--- src/rtl/rdfl_pkg.sv ---
// Shared constants, types and helpers of the RK4 decay fit likelihood block.
`default_nettype none

package rdfl_pkg;

  // Field and register widths
  localparam int AMOUNT_W    = 32;
  localparam int FIELD_W     = 32;
  localparam int SCORE_W     = 64;
  localparam int K_W         = 18;
  localparam int DT_W        = 16;
  localparam int STEPS_W     = 10;
  localparam int CFG_INDEX_W = 3;
  localparam int CFG_DATA_W  = 32;

  // Internal datapath widths
  localparam int WIDE_W    = 42;             // RK4 intermediates and increment sum
  localparam int ERR_W     = FIELD_W + 1;    // measured minus simulated
  localparam int MUL_A_W   = 38;
  localparam int MUL_B_W   = 33;
  localparam int PROD_W    = MUL_A_W + MUL_B_W;
  localparam int FRAC_BITS = 16;
  localparam int COEF_W    = 18;

  // Divide-by-six unit: bits resolved per cycle and cycle count
  localparam int DIV_STEP   = 7;
  localparam int DIV_CYCLES = WIDE_W / DIV_STEP;
  localparam int DIV_CNT_W  = $clog2(DIV_CYCLES);
  localparam int DIV_REM_W  = 3;
  localparam logic [DIV_REM_W:0] DIVISOR = (DIV_REM_W + 1)'(6);
  localparam logic [WIDE_W-1:0] DIV_ROUND = WIDE_W'(3);

  // Rounding constant for the Q16 products
  localparam logic signed [PROD_W-1:0] ROUND_HALF = PROD_W'(1 << (FRAC_BITS - 1));

  // Largest error whose square still fits below the score range
  localparam logic [ERR_W-1:0] SQRT_LIMIT = ERR_W'(64'd3037000499);

  localparam logic signed [SCORE_W-1:0] SCORE_MAX = {1'b0, {(SCORE_W-1){1'b1}}};
  localparam logic signed [SCORE_W-1:0] SCORE_MIN = {1'b1, {(SCORE_W-1){1'b0}}};

  localparam logic [DT_W-1:0]    TIME_STEP_RESET = DT_W'(655);
  localparam logic [STEPS_W-1:0] STEPS_RESET     = STEPS_W'(50);

  localparam logic signed [WIDE_W-1:0] AMT_HI =
    {{(WIDE_W-AMOUNT_W+1){1'b0}}, {(AMOUNT_W-1){1'b1}}};
  localparam logic signed [WIDE_W-1:0] AMT_LO =
    {{(WIDE_W-AMOUNT_W+1){1'b1}}, {(AMOUNT_W-1){1'b0}}};

  typedef enum logic [CFG_INDEX_W-1:0] {
    CFG_INIT_FIRST  = 3'd0,
    CFG_INIT_SECOND = 3'd1,
    CFG_RATE_K      = 3'd2,
    CFG_TIME_STEP   = 3'd3,
    CFG_STEPS       = 3'd4
  } cfg_index_t;

  typedef enum logic [3:0] {
    ST_IDLE,
    ST_COEF,
    ST_CGET,
    ST_MUL,
    ST_ACC,
    ST_DIV,
    ST_ERR,
    ST_SCORE,
    ST_OUT
  } state_t;

  typedef enum logic [1:0] {
    PH_K1,
    PH_K2,
    PH_K3,
    PH_K4
  } rk_phase_t;

  // Clamp a wide intermediate to the signed amount range
  function automatic logic signed [AMOUNT_W-1:0] sat_amount(
    input logic signed [WIDE_W-1:0] v
  );
    logic signed [AMOUNT_W-1:0] r;
    if (v > AMT_HI) begin
      r = AMT_HI[AMOUNT_W-1:0];
    end else if (v < AMT_LO) begin
      r = AMT_LO[AMOUNT_W-1:0];
    end else begin
      r = v[AMOUNT_W-1:0];
    end
    return r;
  endfunction

endpackage

`default_nettype wire

--- src/rtl/rdfl_mul.sv ---
// Shared signed multiplier with a registered product.
`default_nettype none

module rdfl_mul import rdfl_pkg::*; (
  input  logic                      clk,
  input  logic                      en,
  input  logic signed [MUL_A_W-1:0] a,
  input  logic signed [MUL_B_W-1:0] b,
  output logic signed [PROD_W-1:0]  product
);

  // Capture the product when the sequencer issues an operation
  always_ff @(posedge clk) begin
    if (en) begin
      product <= PROD_W'(a) * PROD_W'(b);
    end
  end

endmodule

`default_nettype wire

--- config.mk ---
export PLATFORM = sky130hd
export DESIGN_NAME = rdfl_mul
export DESIGN_NICKNAME = d
export VERILOG_FILES = /design/src/rtl/rdfl_pkg.sv /design/src/rtl/rdfl_mul.sv
export SDC_FILE = /design/constraint.sdc
export NUM_CORES = 2
export LEC_CHECK = 0
export BUFFER_PORTS_ARGS = -buffer_cell sky130_fd_sc_hd__buf_2
export CAP_MARGIN = 20
export CORE_MARGIN = 2
export CORE_UTILIZATION = 40
export CTS_BUF_LIST = sky130_fd_sc_hd__clkbuf_2 sky130_fd_sc_hd__clkbuf_4 sky130_fd_sc_hd__clkbuf_8
export DETAILED_ROUTE_END_ITERATION = 7
export PLACE_DENSITY = 0.56
export SYNTH_ARGS = -nofsm -noshare
export SYNTH_HDL_FRONTEND = slang
export SYNTH_SLANG_ARGS = --single-unit
--- constraint.sdc ---
create_clock -name clk -period 10.01 [get_ports clk]
set_input_delay 1.001 -clock clk [delete_from_list [all_inputs] [get_ports clk]]
set_output_delay 1.001 -clock clk [all_outputs]
set_load 0.02 [all_outputs]
==> results.tsv <==
stage	metric	value	unit
detailed_routing	iteration count of the initial detailed-routing pass	5	
timing	max-slew violations	0	
clocking	CTS tree	built	
clocking	clock net sink count	71	
detailed_routing	post-DR wirelength/cell	20.92	um
cells_and_area	fraction of layout cells with a size suffix above 1	5.308	%
detailed_routing	routed wire length	133.1	mm
placed_design	GP Congestion	0.9041	
placed_design	dpl cell area	48230	sq um
worst_setup_path	critical path data required time	10.16	ns
yosys	Post-synth EDFFs	71	
yosys	Cells after Synth	4893	
yosys	synth unique cells	77	
grt	largest net degree at the start of global routing	58	
floorplan	std cell rows	124	
grt	vias in the first global route	35730	
job	Max-Cap Viols	0	
worst_setup_path	crit path from	b[9]	
yosys	register area share after synthesis	4.613	%
cells_and_area	number of flip-flops under the largest register name	71	
floorplan	Die Span X	343.9	um
cells_and_area	final core utilization	42.30	%
detailed_routing	DR DRC count	0	
detailed_routing	initial drt markers	1741	
clocking	Bufs on Longest Clock Path	2	
yosys	post-synthesis async set-or-reset flop share	0	%
yosys	FF+latch count, synth	71	
timing	RSZ-0062 raised after global routing	false	
grt	Total GRT Usage	23.59	%
clocking	cts repair resizes	0	
grt	initial antenna violation count	14	
detailed_routing	routed vias/inst	5.019	
timing	period utilisation layout	91.72	%
timing	Final setup viols	0	
grt	gr ovfl total	0	
placed_design	input/output buffers	143	
cells_and_area	Final Instance Area	48430	sq um
timing	Slew @ Worst Pin	1.052	ns
clocking	Post-CTS Hold Fix Bufs	0	
detailed_routing	DRT antenna net count	0	
floorplan	Starting Density	40.37	%
worst_setup_path	WP data arrival	9.33	ns
floorplan	# IOs	144	
worst_setup_path	critical-path maximum fanout	32	
timing	Setup TNS Final	0	ns
timing	Rel. slew slack	29.89	%
worst_setup_path	crit end category	flop	
worst_setup_path	CP Launch Type	input port	
floorplan	die area	118300	sq um
cells_and_area	area grow syn2layout	4.794	%
detailed_routing	via count	31940	
outcome	status	finished clean	
floorplan	die height	343.9	um
grt	global-route wire length before repair	210.1	mm
timing	final critical-path required period	9.181	ns
cells_and_area	biggest regs	product: 71 flops	
yosys	syn_area_per_cell	9.446	sq um
yosys	Synth warnings	0	
timing	Fin. Hold Viols	0	
yosys	Post-Synthesis Cell Area	46220	sq um
clocking	Post-CTS Setup Bufs	0	
cells_and_area	Nets	6437	
yosys	main flop type after synthesis	edfxtp_1	
placed_design	Post-DP HPWL	111.4	mm
cells_and_area	Most flops, register	product	
hold_path	Hold Path Class	in -> reg	
timing	final worst setup slack	0.8287	ns
yosys	post-synth net total	6493	
clocking	TritonCTS Buffers	9	
clocking	CTS clk-pin slew, worst paths	0.10	ns
worst_setup_path	crit path kind	in -> reg	
worst_setup_path	Worst Setup EP	product[70]	
floorplan	core area	114500	sq um
clocking	H-tree Lvls	3	
placed_design	DP Worst Slack	0.5311	ns
timing	Fmax	0.1089	GHz
clocking	Clock Root Buffer	clkbuf_8	
## final cells by class
type / instances / area [sq um]
multi-input cells: 3265 / 38190
inverters: 1284 / 4820
diodes: 9 / 22.52
flip-flops and latches: 71 / 2132
well taps: 1512 / 1892
repair buffers: 206 / 1191
fillers: 11470 / 66070
clock inverters: 7 / 61.31
clock buffers: 9 / 123.9
## per-layer routing
metal	share of wire [%]	global-route usage (%)	routed length (um)	up-vias
li1	-	-	-	13760
met1	37	28.08	49480	17160
met2	53	42.84	71070	783
met3	3.5	1.973	4605	230
met4	6.0	11.56	7959	4
met5	0.021	0	28	-
## critical path: stages
cell and delay, ns:
buf_2 0.60, and2_1 0.26, fa_1 0.42, fa_1 0.62, inv_1 0.08, fa_1 0.53
inv_1 0.05, fa_1 0.48, fa_1 0.74, fa_1 0.51, fa_1 0.50, inv_1 0.05
fa_1 0.47, inv_1 0.04, ha_1 0.42, nand2_1 0.15, nor3_1 0.27, nand2_1 0.12
a311oi_1 0.35, o311ai_1 0.16, buf_4 0.20, a2111oi_2 0.54, o21ai_1 0.13, o211a_1 0.18
a41oi_1 0.25, xnor2_1 0.11
## cells by family after synthesis
kind of cell | count (synthesis) | synth area share [%]
AO/OA/AOI/OAI | 238 | 3.609
XOR/XNOR | 78 | 1.478
adder cells (fa/ha/maj) | 1527 | 62.45
buffers and inverters | 1557 | 12.75
flip-flops | 71 | 4.613
multiplexers | 2 | 0.04602
AND/OR/NAND/NOR | 1420 | 15.05
## cell usage after synthesis (all sizes together) (9+ instances only)
library cell     n  area [sq um]
ha             227          2840
buf             16         103.8
xor2            19         166.4
a31oi           10         107.6
and2           557          3486
nand3           15         80.08
o21bai          16         120.1
clkbuf         256         960.9
a21oi           76         399.1
nand2          713          2676
edfxtp          71          2132
nand2b          10         62.56
nor2            70         262.8
o21ai           42         225.2
inv           1284          4820
a21o            46         349.1
xnor2           59         516.8
and3             9         58.80
fa            1300         26020
nand4           16         106.4
## metrics by stage
| step | hold WS, ns | std cells |
|---|---|---|
| 2_1_floorplan | 1.114 | 4893 |
| 3_3_place_gp | 1.382 | 6338 |
| 3_5_place_dp | 1.388 | 6338 |
| 4_1_cts | 0.9439 | 6354 |
| 5_1_grt | 0.9453 | 6360 |
| 6_report | 0.9839 | 6363 |
## layout by cell type, fill, tap and decap left out, types with 7 or more instances in the layout
master	instances
nand2_1	713
o21bai_1	16
edfxtp_1	71
fa_1	1300
a21o_1	43
nand2b_1	10
and2_1	556
nor3_1	8
o21ai_1	12
xnor2_1	59
buf_4	64
a21oi_1	73
clkbuf_8	9
a31oi_1	7
nand3_1	14
ha_1	227
nor2_1	70
nand4_1	15
and3_1	7
o21ai_0	28
buf_2	142
xor2_1	19
diode_2	9
inv_1	1284
o21a_1	8
## worst min-delay path by stage
stage / slack [ns] / to / start / cells past startpoint
detailed placement: 1.39 / product[70] / en / 1
finish: 0.98 / product[58] / en / 1
global placement: 1.38 / product[60] / en / 1
CTS: 0.94 / product[58] / en / 1
floorplan: 1.11 / product[0] / en / 0
global route: 0.95 / product[55] / en / 1
Power is not shown: default switching activity piles up to over one toggle a cycle in this logic, so the estimate is an artifact.
