[src/rtl/rdfl_pkg.sv]
// Shared constants, types and helpers of the RK4 decay fit likelihood block.
`default_nettype none

package rdfl_pkg;

  // Field and register widths
  localparam int AMOUNT_W    = 32;
  localparam int FIELD_W     = 32;
  localparam int SCORE_W     = 64;
  localparam int K_W         = 18;
  localparam int DT_W        = 16;
  localparam int STEPS_W     = 10;
  localparam int CFG_INDEX_W = 3;
  localparam int CFG_DATA_W  = 32;

  // Internal datapath widths
  localparam int WIDE_W    = 42;             // RK4 intermediates and increment sum
  localparam int ERR_W     = FIELD_W + 1;    // measured minus simulated
  localparam int MUL_A_W   = 38;
  localparam int MUL_B_W   = 33;
  localparam int PROD_W    = MUL_A_W + MUL_B_W;
  localparam int FRAC_BITS = 16;
  localparam int COEF_W    = 18;

  // Divide-by-six unit: bits resolved per cycle and cycle count
  localparam int DIV_STEP   = 7;
  localparam int DIV_CYCLES = WIDE_W / DIV_STEP;
  localparam int DIV_CNT_W  = $clog2(DIV_CYCLES);
  localparam int DIV_REM_W  = 3;
  localparam logic [DIV_REM_W:0] DIVISOR = (DIV_REM_W + 1)'(6);
  localparam logic [WIDE_W-1:0] DIV_ROUND = WIDE_W'(3);

  // Rounding constant for the Q16 products
  localparam logic signed [PROD_W-1:0] ROUND_HALF = PROD_W'(1 << (FRAC_BITS - 1));

  // Largest error whose square still fits below the score range
  localparam logic [ERR_W-1:0] SQRT_LIMIT = ERR_W'(64'd3037000499);

  localparam logic signed [SCORE_W-1:0] SCORE_MAX = {1'b0, {(SCORE_W-1){1'b1}}};
  localparam logic signed [SCORE_W-1:0] SCORE_MIN = {1'b1, {(SCORE_W-1){1'b0}}};

  localparam logic [DT_W-1:0]    TIME_STEP_RESET = DT_W'(655);
  localparam logic [STEPS_W-1:0] STEPS_RESET     = STEPS_W'(50);

  localparam logic signed [WIDE_W-1:0] AMT_HI =
    {{(WIDE_W-AMOUNT_W+1){1'b0}}, {(AMOUNT_W-1){1'b1}}};
  localparam logic signed [WIDE_W-1:0] AMT_LO =
    {{(WIDE_W-AMOUNT_W+1){1'b1}}, {(AMOUNT_W-1){1'b0}}};

  typedef enum logic [CFG_INDEX_W-1:0] {
    CFG_INIT_FIRST  = 3'd0,
    CFG_INIT_SECOND = 3'd1,
    CFG_RATE_K      = 3'd2,
    CFG_TIME_STEP   = 3'd3,
    CFG_STEPS       = 3'd4
  } cfg_index_t;

  typedef enum logic [3:0] {
    ST_IDLE,
    ST_COEF,
    ST_CGET,
    ST_MUL,
    ST_ACC,
    ST_DIV,
    ST_ERR,
    ST_SCORE,
    ST_OUT
  } state_t;

  typedef enum logic [1:0] {
    PH_K1,
    PH_K2,
    PH_K3,
    PH_K4
  } rk_phase_t;

  // Clamp a wide intermediate to the signed amount range
  function automatic logic signed [AMOUNT_W-1:0] sat_amount(
    input logic signed [WIDE_W-1:0] v
  );
    logic signed [AMOUNT_W-1:0] r;
    if (v > AMT_HI) begin
      r = AMT_HI[AMOUNT_W-1:0];
    end else if (v < AMT_LO) begin
      r = AMT_LO[AMOUNT_W-1:0];
    end else begin
      r = v[AMOUNT_W-1:0];
    end
    return r;
  endfunction

endpackage

`default_nettype wire

[src/rtl/rdfl_div6.sv]
// Iterative divide by six, rounding to nearest with halves away from zero.
`default_nettype none

module rdfl_div6 import rdfl_pkg::*; (
  input  logic                     clk,
  input  logic                     rst,
  input  logic                     start,
  input  logic signed [WIDE_W-1:0] value,
  output logic                     done,
  output logic signed [WIDE_W-1:0] quotient
);

  logic                 busy;
  logic [DIV_CNT_W-1:0] cnt;
  logic [WIDE_W-1:0]    work;
  logic [DIV_REM_W-1:0] rem;
  logic                 neg;

  logic [WIDE_W-1:0]    work_next;
  logic [DIV_REM_W-1:0] rem_next;
  logic [WIDE_W-1:0]    mag;

  assign mag = value[WIDE_W-1] ? (WIDE_W'(0) - value) : value;

  // Resolve DIV_STEP quotient bits of the long division
  always_comb begin
    logic [WIDE_W-1:0]    w;
    logic [DIV_REM_W-1:0] r;
    logic [DIV_REM_W:0]   t;
    w = work;
    r = rem;
    for (int i = 0; i < DIV_STEP; i++) begin
      t = {r, w[WIDE_W-1]};
      w = {w[WIDE_W-2:0], 1'b0};
      if (t >= DIVISOR) begin
        t    = t - DIVISOR;
        w[0] = 1'b1;
      end
      r = t[DIV_REM_W-1:0];
    end
    work_next = w;
    rem_next  = r;
  end

  // Control: load on start, count digit groups, flag completion
  always_ff @(posedge clk) begin
    if (rst) begin
      busy <= 1'b0;
      cnt  <= '0;
      done <= 1'b0;
    end else begin
      done <= 1'b0;
      if (start) begin
        busy <= 1'b1;
        cnt  <= '0;
      end else if (busy) begin
        cnt <= cnt + 1'b1;
        if (cnt == DIV_CNT_W'(DIV_CYCLES - 1)) begin
          busy <= 1'b0;
          done <= 1'b1;
        end
      end
    end
  end

  // Datapath: magnitude plus three, then shift quotient bits in
  always_ff @(posedge clk) begin
    if (start) begin
      neg  <= value[WIDE_W-1];
      work <= mag + DIV_ROUND;
      rem  <= '0;
    end else if (busy) begin
      work <= work_next;
      rem  <= rem_next;
    end
  end

  // Restore the sign
  assign quotient = neg ? (WIDE_W'(0) - work) : work;

endmodule

`default_nettype wire

[config.mk]
export PLATFORM = sky130hd
export DESIGN_NAME = rdfl_div6
export DESIGN_NICKNAME = d
export VERILOG_FILES = /design/src/rtl/rdfl_pkg.sv /design/src/rtl/rdfl_div6.sv
export SDC_FILE = /design/constraint.sdc
export NUM_CORES = 1
export LEC_CHECK = 0
export CAP_MARGIN = 5
export CORE_MARGIN = 2
export CORE_UTILIZATION = 57
export CTS_CLUSTER_DIAMETER = 100
export DETAILED_ROUTE_END_ITERATION = 16
export DONT_BUFFER_PORTS = 1
export PLACE_DENSITY = 0.76
export SYNTH_ARGS = -nofsm -noshare
export SYNTH_HDL_FRONTEND = slang
export SYNTH_SLANG_ARGS = --single-unit
[constraint.sdc]
create_clock -name clk -period 11.97 [get_ports clk]
set_clock_uncertainty 0.1 [all_clocks]
set_input_delay 1.197 -clock clk [delete_from_list [all_inputs] [get_ports clk]]
set_output_delay 1.197 -clock clk [all_outputs]
set_load 0.02 [all_outputs]
==> flow_summary.yaml <==
worst_setup_path:
  critical_path.max_fanout: 6
  path_cells: "nor4_1 > nor3b_2 > nand4_1 > or3_1 > or4_1 > or3_1 > o41ai_1 > xnor2_1"
  slowest_delay_ns: 0.51
  cp-start-kind: "flop"
  cp.arrival_ns: 4.04
  path_class: "reg2out"
  cp.required_ns: 10.67
  crit_path_end_kind: "output pin"
  slowest_stage: "edfxtp_1"
  crit_path_frequent_cell: "or3_1"
sta:
  slew_violations: 0
  max_freq_mhz: 187
  finalHoldViolCount: 0
  period_share_pct: 44.6
  setup_tns_ns: 0
  setup_slack_ns: 6.63
  max_slew_margin_pct: 21.3
  worst_pin_slew_ns: 1.18
  fin_crit_ns: 5.34
  rsz0062_at_grt: "no"
  setup_viol: 0
pwr:
  clockPowerShare_pct: 18.9
  power_switching_w: 0.000253
  switching_share_pct: 40.2
  ir_drop_v: 0.0000544
  p_per_area_mw_per_mm2: 101
  p_int_w: 0.000377
  p_comb_share_pct: 38.2
  power.leakage_nw: 1.87
  p_seq_share_pct: 42.9
logic_synthesis:
  synth-compound-area-share_pct: 23.6
  netlist_instances: 781
  ys_types: 75
  ys_ff_latch: 51
  synthXorXnorAreaFrac_pct: 15.0
  synth_top_family_by_area: "simple AND/OR/NAND/NOR gates"
  ys_async_sr_fraction_pct: 0
  avgSynthCellArea_um2: 7.97
  synth_area_leaders: "edfxtp_1 (21%), xnor2_1 (11%), nand2_1 (3.6%)"
  seq_area_frac_synth_pct: 23.3
  yosys.area_share.adder_pct: 0.804
  yosysTopAreaCell: "edfxtp_1"
  synth_top_area_share_pct: 20.7
  synth_ff_type: "edfxtp_1"
  synth_edf_count: 43
  ys_warn_count: 0
  synth_simple_gate_area_share_pct: 26.4
  synth.cell_area_mm2: 0.00622
  postSynthNetCount: 830
  synthMuxAreaShare_pct: 4.72
floorplanning:
  fp.dieH_um: 109
  core-area_mm2: 0.0107
  fp-row-count: 38
  die_w_um: 109
  initial_utilization_pct: 57.9
  pin_count: 88
  die-area_mm2: 0.0118
clock_tree:
  cts_tree: "yes"
  cts_sinks: 51
  cts.hold.buffers_added: 0
  ctsLongestPathBuffers: 2
  cts_setup_buffers: 0
  clk_pin_slew_ns: 0.09
  numCtsBuffers: 5
  cts_resized: 0
  cts-root-buf: "clkbuf_8"
  htreeDepth: 2
  clock_latency_ns: 0.32
cells_and_area:
  antenna_cells: 0
  fin_area_mm2: 0.00621
  final_cell_mix: "xnor2_1 (81), nand2_1 (59), nor2_1 (46)"
  final_common_cell: "xnor2_1"
  fin_nets: 766
  drive_above_1_share_pct: 6.96
  areaGrowthSynthToFinish_pct: -0.261
grt:
  grt_max_degree: 59
  grt_first_pass_wirelength_mm: 27.4
  grt.overflow.total: 0
  grt_pass1_vias: 5292
  grt_util_all_layers_pct: 29.2
  antenna_found_initial: 0
drt:
  drcViolationCount: 0
  vias_per_cell: 7.03
  wl_mm: 17.6
  routedWlPerCell_um: 20.5
  via_count: 6029
  ant_nets: 0
  detailedRoute.firstPassIterationCount: 6
  drtIter0Drc: 790
placed_design:
  gp_congestion: 0.921
  placed_area_mm2: 0.00610
  io_buffers: 0
  hpwl_mm: 13.1
  dpl_worst_slack_ns: 6.84
worst_hold_path:
  hold_path_class: "reg2reg"
outcome:
  status: "complete, no violations"
flow_run:
  max_cap_viol_count: 0
## synthesized netlist by cell type (all sizes together), types with 6 or more instances
cell and instances:
a21oi 31, o31ai 19, o21ai 43, edfxtp 43
clkbuf 50, nand4 14, nor3 27, xnor2 82
o311ai 6, dfxtp 8, a2bb2oi 7, nor2b 8
mux2i 8, o41ai 23, nand2 60, inv 19
a211oi 7, xor2 24, nor2 46, o211ai 6
a31oi 10, nor3b 7, nor4 17, nand2b 9
or3 25, mux2 19, or2 8, buf 22
nand3 22, or4 22
## state kept, by name, indices dropped and copies added (netlist names)
name  cells
rem       3
work     42
busy      1
neg       1
done      1
cnt       3
## critical path, delay by kind of cell (launching register included)
family	cells	cell delay, ns
and+or+nand+nor	6	2.48
AOI/OAI and AO/OA	1	0.42
DFF	1	0.51
xor gates and xnor gates	1	0.31
## final cells by class
type,instances,area (um2)
clock buffers,5,68.8
clock inverters,3,38.8
fillers,1025,4540
inverters,20,75.1
multi-input cells,638,4390
flip-flops and latches,51,1450
well taps,140,175
repair buffers,1,7.51
## kinds of logic (layout without fill, tap and decap cells)
group / after synthesis / after routing
AOI/OAI and AO/OA: 207 / 207
xor gates and xnor gates: 106 / 106
adders and majority gates: 4 / 4
buffers and inverters: 92 / 29
DFF: 51 / 51
muxes: 27 / 27
and+or+nand+nor: 294 / 294
## final timing paths
| kind | endpoint | slack [ns] | cells after the start | start |
|---|---|---|---|---|
| worst min-delay path | done | 0.39 | 2 | cnt[2] |
| worst max-delay path | quotient[41] | 6.63 | 8 | work[3] |
| worst min register to register | done | 0.39 | 2 | cnt[2] |
| worst max register to register | work[0] | 8.49 | 8 | work[41] |
## metal layers
metal / vias to the layer above / global-route usage, % / routed length, um
li1: 2837 / - / -
met3: 31 / 5.79 / 1870
met2: 344 / 45.2 / 7850
met1: 2817 / 41.0 / 7480
met5: - / 0 / 0
met4: 0 / 8.97 / 368
## stage by stage
| stage | hold WS (ns) | util [%] | power (W) | cells |
|---|---|---|---|---|
| 2_1_floorplan | 0.356 | - | 0.000471 | 781 |
| 5_1_grt | 0.433 | 57.8 | 0.000663 | 858 |
| 3_3_place_gp | 0.371 | 56.8 | 0.000503 | 850 |
| 6_report | 0.395 | 57.8 | 0.000629 | 858 |
| 3_5_place_dp | 0.383 | 56.8 | 0.000510 | 850 |
| 4_1_cts | 0.395 | 57.8 | 0.000627 | 858 |
## power groups by stage
stage | logic (W) | registers, W | clock network, W
floorplan | 0.000228 | 0.000244 | 0
global placement | 0.000231 | 0.000272 | 0
detailed placement | 0.000237 | 0.000273 | 0
CTS | 0.000238 | 0.000269 | 0.000120
global route | 0.000264 | 0.000274 | 0.000126
finish | 0.000240 | 0.000270 | 0.000119
(Power assumes the default switching activity.)
